$ cat config.mk
export PLATFORM = sky130hd
export DESIGN_NAME = vvfc_probe_unit
export DESIGN_NICKNAME = d
export VERILOG_FILES = /design/src/rtl/voxel_visible_face_culler_assert.svh /design/src/rtl/vvfc_pkg.sv /design/src/rtl/vvfc_probe_unit.sv
export SDC_FILE = /design/constraint.sdc
export NUM_CORES = 1
export LEC_CHECK = 0
export ABC_CLOCK_PERIOD_IN_PS = 8260
export BUFFER_PORTS_ARGS = -buffer_cell sky130_fd_sc_hd__buf_2
export CAP_MARGIN = 20
export CORE_UTILIZATION = 55
export DETAILED_ROUTE_END_ITERATION = 6
export GPL_TIMING_DRIVEN = 0
export PLACE_DENSITY = 0.86
export SLEW_MARGIN = 20
export SYNTH_ARGS = -nofsm -noshare
export SYNTH_HDL_FRONTEND = slang
export SYNTH_SLANG_ARGS = --single-unit
$ cat constraint.sdc
create_clock -name vclk -period 8.26
set_input_delay 2.065 -clock vclk [all_inputs]
set_output_delay 2.065 -clock vclk [all_outputs]
set_load 0.02 [all_outputs]
$ cat src/rtl/voxel_visible_face_culler_assert.svh
// Assertion macros used by the culler RTL.
// Each assertion samples on clk and is switched off while rst_n is low.
`ifndef VOXEL_VISIBLE_FACE_CULLER_ASSERT_SVH
`define VOXEL_VISIBLE_FACE_CULLER_ASSERT_SVH

`ifndef SYNTHESIS

`define VVFC_ASSERT(lbl, prop) \
    lbl: assert property (@(posedge clk) disable iff (!rst_n) prop) \
        else $error("vvfc assertion failed");

`define VVFC_NEVER(lbl, expr) \
    `VVFC_ASSERT(lbl, !(expr))

`else

`define VVFC_ASSERT(lbl, prop)

`define VVFC_NEVER(lbl, expr)

`endif

`endif

$ cat src/rtl/vvfc_pkg.sv
`default_nettype none

package vvfc_pkg;

    localparam int GRID_SIDE_DEFAULT = 16;

    localparam int COORD_W = 4;
    localparam int OP_W    = 2;
    localparam int DIR_W   = 3;
    localparam int VB_W    = 17;
    localparam int PHASE_W = 3;

    localparam logic [OP_W-1:0] OP_WRITE   = 2'd0;
    localparam logic [OP_W-1:0] OP_SCAN    = 2'd1;
    localparam logic [OP_W-1:0] OP_RESTART = 2'd2;

    // Probe phases: the scanned cell itself, then its six neighbors in face order.
    localparam logic [PHASE_W-1:0] PH_CELL = 3'd0;
    localparam logic [PHASE_W-1:0] PH_PX   = 3'd1;
    localparam logic [PHASE_W-1:0] PH_PY   = 3'd2;
    localparam logic [PHASE_W-1:0] PH_NX   = 3'd3;
    localparam logic [PHASE_W-1:0] PH_NY   = 3'd4;
    localparam logic [PHASE_W-1:0] PH_PZ   = 3'd5;
    localparam logic [PHASE_W-1:0] PH_NZ   = 3'd6;
    localparam logic [PHASE_W-1:0] PH_DONE = 3'd7;

    localparam logic [VB_W-1:0] VB_STEP = 17'd4;

    typedef logic [COORD_W-1:0] coord_t;
    typedef logic [PHASE_W-1:0] phase_t;

    typedef struct packed {
        coord_t x;
        coord_t y;
        coord_t z;
        phase_t phase;
    } probe_req_t;

    typedef struct packed {
        logic rd;
        logic wr;
        logic wdata;
    } mem_req_t;

endpackage

`default_nettype wire

$ cat src/rtl/vvfc_probe_unit.sv
`default_nettype none

module vvfc_probe_unit #(
    parameter int GRID_SIDE = vvfc_pkg::GRID_SIDE_DEFAULT,
    localparam int ADDR_W = $clog2(GRID_SIDE * GRID_SIDE * GRID_SIDE)
) (
    input  vvfc_pkg::probe_req_t req,
    output logic [ADDR_W-1:0]    addr,
    output logic                 oob
);

    logic [vvfc_pkg::COORD_W:0] nx;
    logic [vvfc_pkg::COORD_W:0] ny;
    logic [vvfc_pkg::COORD_W:0] nz;
    logic                       low;

    always_comb
    begin
        nx  = {1'b0, req.x};
        ny  = {1'b0, req.y};
        nz  = {1'b0, req.z};
        low = 1'b0;
        unique case (req.phase)
            vvfc_pkg::PH_PX: nx = nx + 1'b1;
            vvfc_pkg::PH_PY: ny = ny + 1'b1;
            vvfc_pkg::PH_NX:
            begin
                low = (req.x == '0);
                nx  = nx - 1'b1;
            end
            vvfc_pkg::PH_NY:
            begin
                low = (req.y == '0);
                ny  = ny - 1'b1;
            end
            vvfc_pkg::PH_PZ: nz = nz + 1'b1;
            vvfc_pkg::PH_NZ:
            begin
                low = (req.z == '0);
                nz  = nz - 1'b1;
            end
            default: ;
        endcase
    end

    // Off the low edge flags directly; the high edge is a compare against the side.
    assign oob = low
              || (32'(nx) >= 32'(GRID_SIDE))
              || (32'(ny) >= 32'(GRID_SIDE))
              || (32'(nz) >= 32'(GRID_SIDE));

    assign addr = ADDR_W'(32'(nz) * 32'(GRID_SIDE * GRID_SIDE)
                        + 32'(ny) * 32'(GRID_SIDE) + 32'(nx));

endmodule

`default_nettype wire

Word level (Yosys, flattened, before mapping)
Cells that the tools add are included.
{"block": "totals", "regBits": 0, "out_inout_bits": 13, "word_cells": 27}
{"block": "classes", "n_addsub": 8, "magnitude_cmp": 3, "eq_ne": 6, "muxes": 4, "reduce_logical": 6}
{"cell": "$pmux W5 S2", "n": 3}
{"cell": "$add A4 B1 Y5 const B", "n": 3}
{"cell": "$ge A5 B5 Y1 const B", "n": 3}
{"cell": "$sub A4 B1 Y5 const B", "n": 3}
{"cell": "$add A12 B5 Y12", "n": 1}
{"cell": "$add A12 B9 Y12", "n": 1}
{"cell": "$logic_not A4 Y1", "n": 3}
{"cell": "$eq A3 B3 Y1 const B", "n": 3}
{"cell": "$eq A3 B2 Y1 const B", "n": 2}
{"cell": "$eq A3 B1 Y1 const B", "n": 1}
{"cell": "$logic_or A1 B1 Y1", "n": 3}
{"cell": "$pmux W1 S3", "n": 1}

Logic depth before layout (Yosys ltp)
{"block": "logic_depth", "ltp_word": 6, "ltp_mapped": 14}

Least setup slack after synthesis
OpenSTA, ideal clock, no wires.
{"block": "synth_path", "kind": "input-to-output", "startpoint": "input port req[2] in the netlist's numbering", "endpoint": "output port addr[10]", "arrival_time_ns": 5.104, "required_time_ns": 6.195, "slack_ns": 1.091, "path_stages": 14, "n_path_buf": 2, "cell_sequence": "clkbuf_1 > nand2b_1 > clkbuf_1 > nor2_1 > fa_1 > a21o_1 > a21oi_1 > xnor2_1 > nor2_1 > ha_1 > ha_1 > o211a_1 > and4_1 > or4_1"}
{"block": "synth_via", "elab_chain_len": 4, "word_cells_on_any_way": 11}
{"element": "from (decl)", "line_no": "vvfc_probe_unit.sv:7", "text": "input vvfc_pkg::probe_req_t req,"}
{"element": "$eq A3 B3 Y1 / $eq A3 B2 Y1 (equally long branches)", "line_no": "vvfc_probe_unit.sv:23", "text": "unique case (req.phase)"}
{"element": "$pmux W5 S2", "line_no": "vvfc_probe_unit.sv:23"}
{"element": "$add A12 B9 Y12", "line_no": "vvfc_probe_unit.sv:53", "text": "+ 32'(ny) * 32'(GRID_SIDE) + 32'(nx));"}
{"element": "$add A12 B5 Y12 *", "line_no": "vvfc_probe_unit.sv:53"}
{"element": "to (decl)", "line_no": "vvfc_probe_unit.sv:8", "text": "output logic [ADDR_W-1:0] addr,"}
Every way passes the cells marked *; elsewhere a longest branch is shown, timed or not.

Worst setup path after layout
Same ends and word-level chain as after synthesis.

==> results_dict.tcl <==
set metrics [dict create \
    outcome "finished clean" \
    placement.cell_area_mm2 0.00101 \
    yosys-mux-area-fraction 0.0496 \
    post_synth_xor_xnor_area 0.164 \
    irDropWorstVdd_uv 45.6 \
    avgViaCountPerCell 6.04 \
    setup_viol_count_final 0 \
    finish.net_count 169 \
    synth_area_in_compound_gates 0.288 \
    core.rowCount 13 \
    timing.final.hold_violations 0 \
    grt_start_max_net_pins 11 \
    timing.setup.tns_ps 0 \
    post-route-cell-area_mm2 0.00101 \
    post_synth.cell_area_avg_um2 7.79 \
    wire_length_of_the_first_global_routing_pass_um 3630 \
    worst-slew-pin-transition_ps 395 \
    gp_routability_congestion 0.774 \
    die_w_um 41.5 \
    ys_seq_area_frac 0 \
    power_density_relative_to_cell_area_mw_per_mm2 77.8 \
    delay_contributed_by_the_slowest_stage_of_the_critical_path_ps 500 \
    design.portCount 28 \
    grt_use_total 0.250 \
    synth_cells 110 \
    total_nets_after_synthesis 140 \
    clock_buffer_count 0 \
    synth_top_family_by_area "compound AO/OA/AOI/OAI gates" \
    detailedPlacementHpwl_um 1770 \
    layout.core_utilization 0.740 \
    layout.area.seq_um2 0 \
    critPathRequiredTime_ps 6200 \
    setup.worst_path.start_class "primary input" \
    num_vias 918 \
    timing.final.crit_share 0.938 \
    timing.critical_path.to_type "output port" \
    layout.filler_cells 112 \
    slew-limit-headroom 0.736 \
    routed_wire_length_per_instance_um 13.7 \
    antenna_cells_inserted 0 \
    holdCritPathClass "primary input to output port" \
    count_of_routing_violations_after_the_opening_detailed_route_iteration 29 \
    fmax_mhz 129 \
    holdBufCountCts 0 \
    first_pass_iters 4 \
    cts-resized-gates 0 \
    synthAdderAreaFrac 0.245 \
    period_minus_slack_ps 7750 \
    synthSimpleGateAreaFrac 0.210 \
    vertical_extent_of_the_die_um 41.5 \
    count_of_buffering_cells_on_the_critical_path_with_inverters_included 4 \
    initial_utilization 0.627 \
    critical-path-slowest-cell "sky130_fd_sc_hd__or4_1" \
    yosysWarnings 0 \
    core_region_area_mm2 0.00137 \
    rsz0062_at_grt "false" \
    ys_types 37 \
    post_synth_instance_area_um2 857 \
    crit_chain "buf_2 > clkbuf_1 > nand2b_1 > clkbuf_1 > nor2_1 > fa_1 > a21o_1 > a21oi_1 > xnor2_1 > nor2_1 > ha_1 > ha_1 > o211a_1 > and4_1 > or4_1 > buf_2" \
    port_buffers 27 \
    finalWirelength_um 2080 \
    p_leak_uw 0.000532 \
    grt.overflow.total 0 \
    hold_slack_ps 4500 \
    grt_antenna_before_repair 0 \
    maxCapViolCount 0 \
    post_route_cells_drive_above_1_share 0.263 \
    cts_post_setup_buffers_inserted 0 \
    worst_setup_path_startpoint "req[2]" \
    flops_and_latches 0 \
    number_of_global_route_vias_before_repair 860 \
    area_growth_pct 18.0 \
    drc 0 \
    criticalPathCategory "primary input to output port" \
    die_area_mm2 0.00172 \
    detail-route-antenna-nets 0 \
    worst_hold_startpoint "req[11]" \
    timing.critical_path.arrival_ps 5680 \
    critical_path_peak_fanout 10 \
    final-max-slew-violation-count 0 \
    cp_top_family "simple AND/OR/NAND/NOR gates" \
]
-- metal layers --
metal / global-route usage / part of all wire / vias up
met5: 0 / 0 / -
met4: 0.0258 / 0 / 0
met3: 0 / 0.036 / 0
met2: 0.469 / 0.53 / 35
met1: 0.330 / 0.44 / 422
li1: - / - / 461
-- per-stage QoR --
step	total power [µW]	setup WS, ps	cells
2_1_floorplan	56.4	1090	110
3_3_place_gp	74.8	637	152
3_5_place_dp	78.1	537	152
4_1_cts	78.6	530	152
5_1_grt	86.1	250	152
6_report	78.7	513	152
-- kinds of logic after synthesis --
| logic type | after synthesis |
|---|---|
| AOI/OAI and AO/OA | 34 |
| xor gates and xnor gates | 16 |
| adders and majority gates | 15 |
| buffers and inverters | 6 |
| muxes | 4 |
| and+or+nand+nor | 35 |
-- layout by cell type (no fill, tap or decap), drive strengths merged, types with 6 or more instances in the layout --
cell type and n:
nand2 9, a21oi 7, o21ai 7, ha 12, a21o 6, xnor2 10, nor2 8, xor2 6
buf 29
-- tightest hold or removal path, stage by stage --
cell and delay [ps]:
sky130_fd_sc_hd__buf_2 140, sky130_fd_sc_hd__xnor2_1 80, sky130_fd_sc_hd__buf_2 150
-- area by class of cell --
type | count | area (µm²) | area share
Tap cell | 15 | 18.8 | 0.0186
Multi-Input combinational cell | 104 | 820 | 0.811
Timing Repair Buffer | 27 | 135 | 0.134
Buffer | 4 | 30.0 | 0.0297
Inverter | 2 | 7.51 | 0.00743
-- report_power, final --
part	internal, µW	switching [µW]	leakage [µW]	total, µW
combinational	32.9	45.7	0.000532	78.7
clock	0	0	0	0
sequential	0	0	0	0
-- worst paths after layout --
path	to	slack (ps)	depth (start not counted)
setup / recovery	addr[10]	510	16
hold / removal	addr[0]	4500	3
-- synthesized netlist by cell type, drive strengths merged (3+ instances only) --
master	count	area share
nand3	3	0.018
o21ai	7	0.041
nor4	3	0.022
fa	3	0.070
xnor2	10	0.10
xor2	6	0.061
a21o	6	0.053
nand2	9	0.039
a21oi	7	0.041
ha	12	0.18
nor2	8	0.035
or2	3	0.022
No activity file was read; power rests on OpenSTA's default activity.
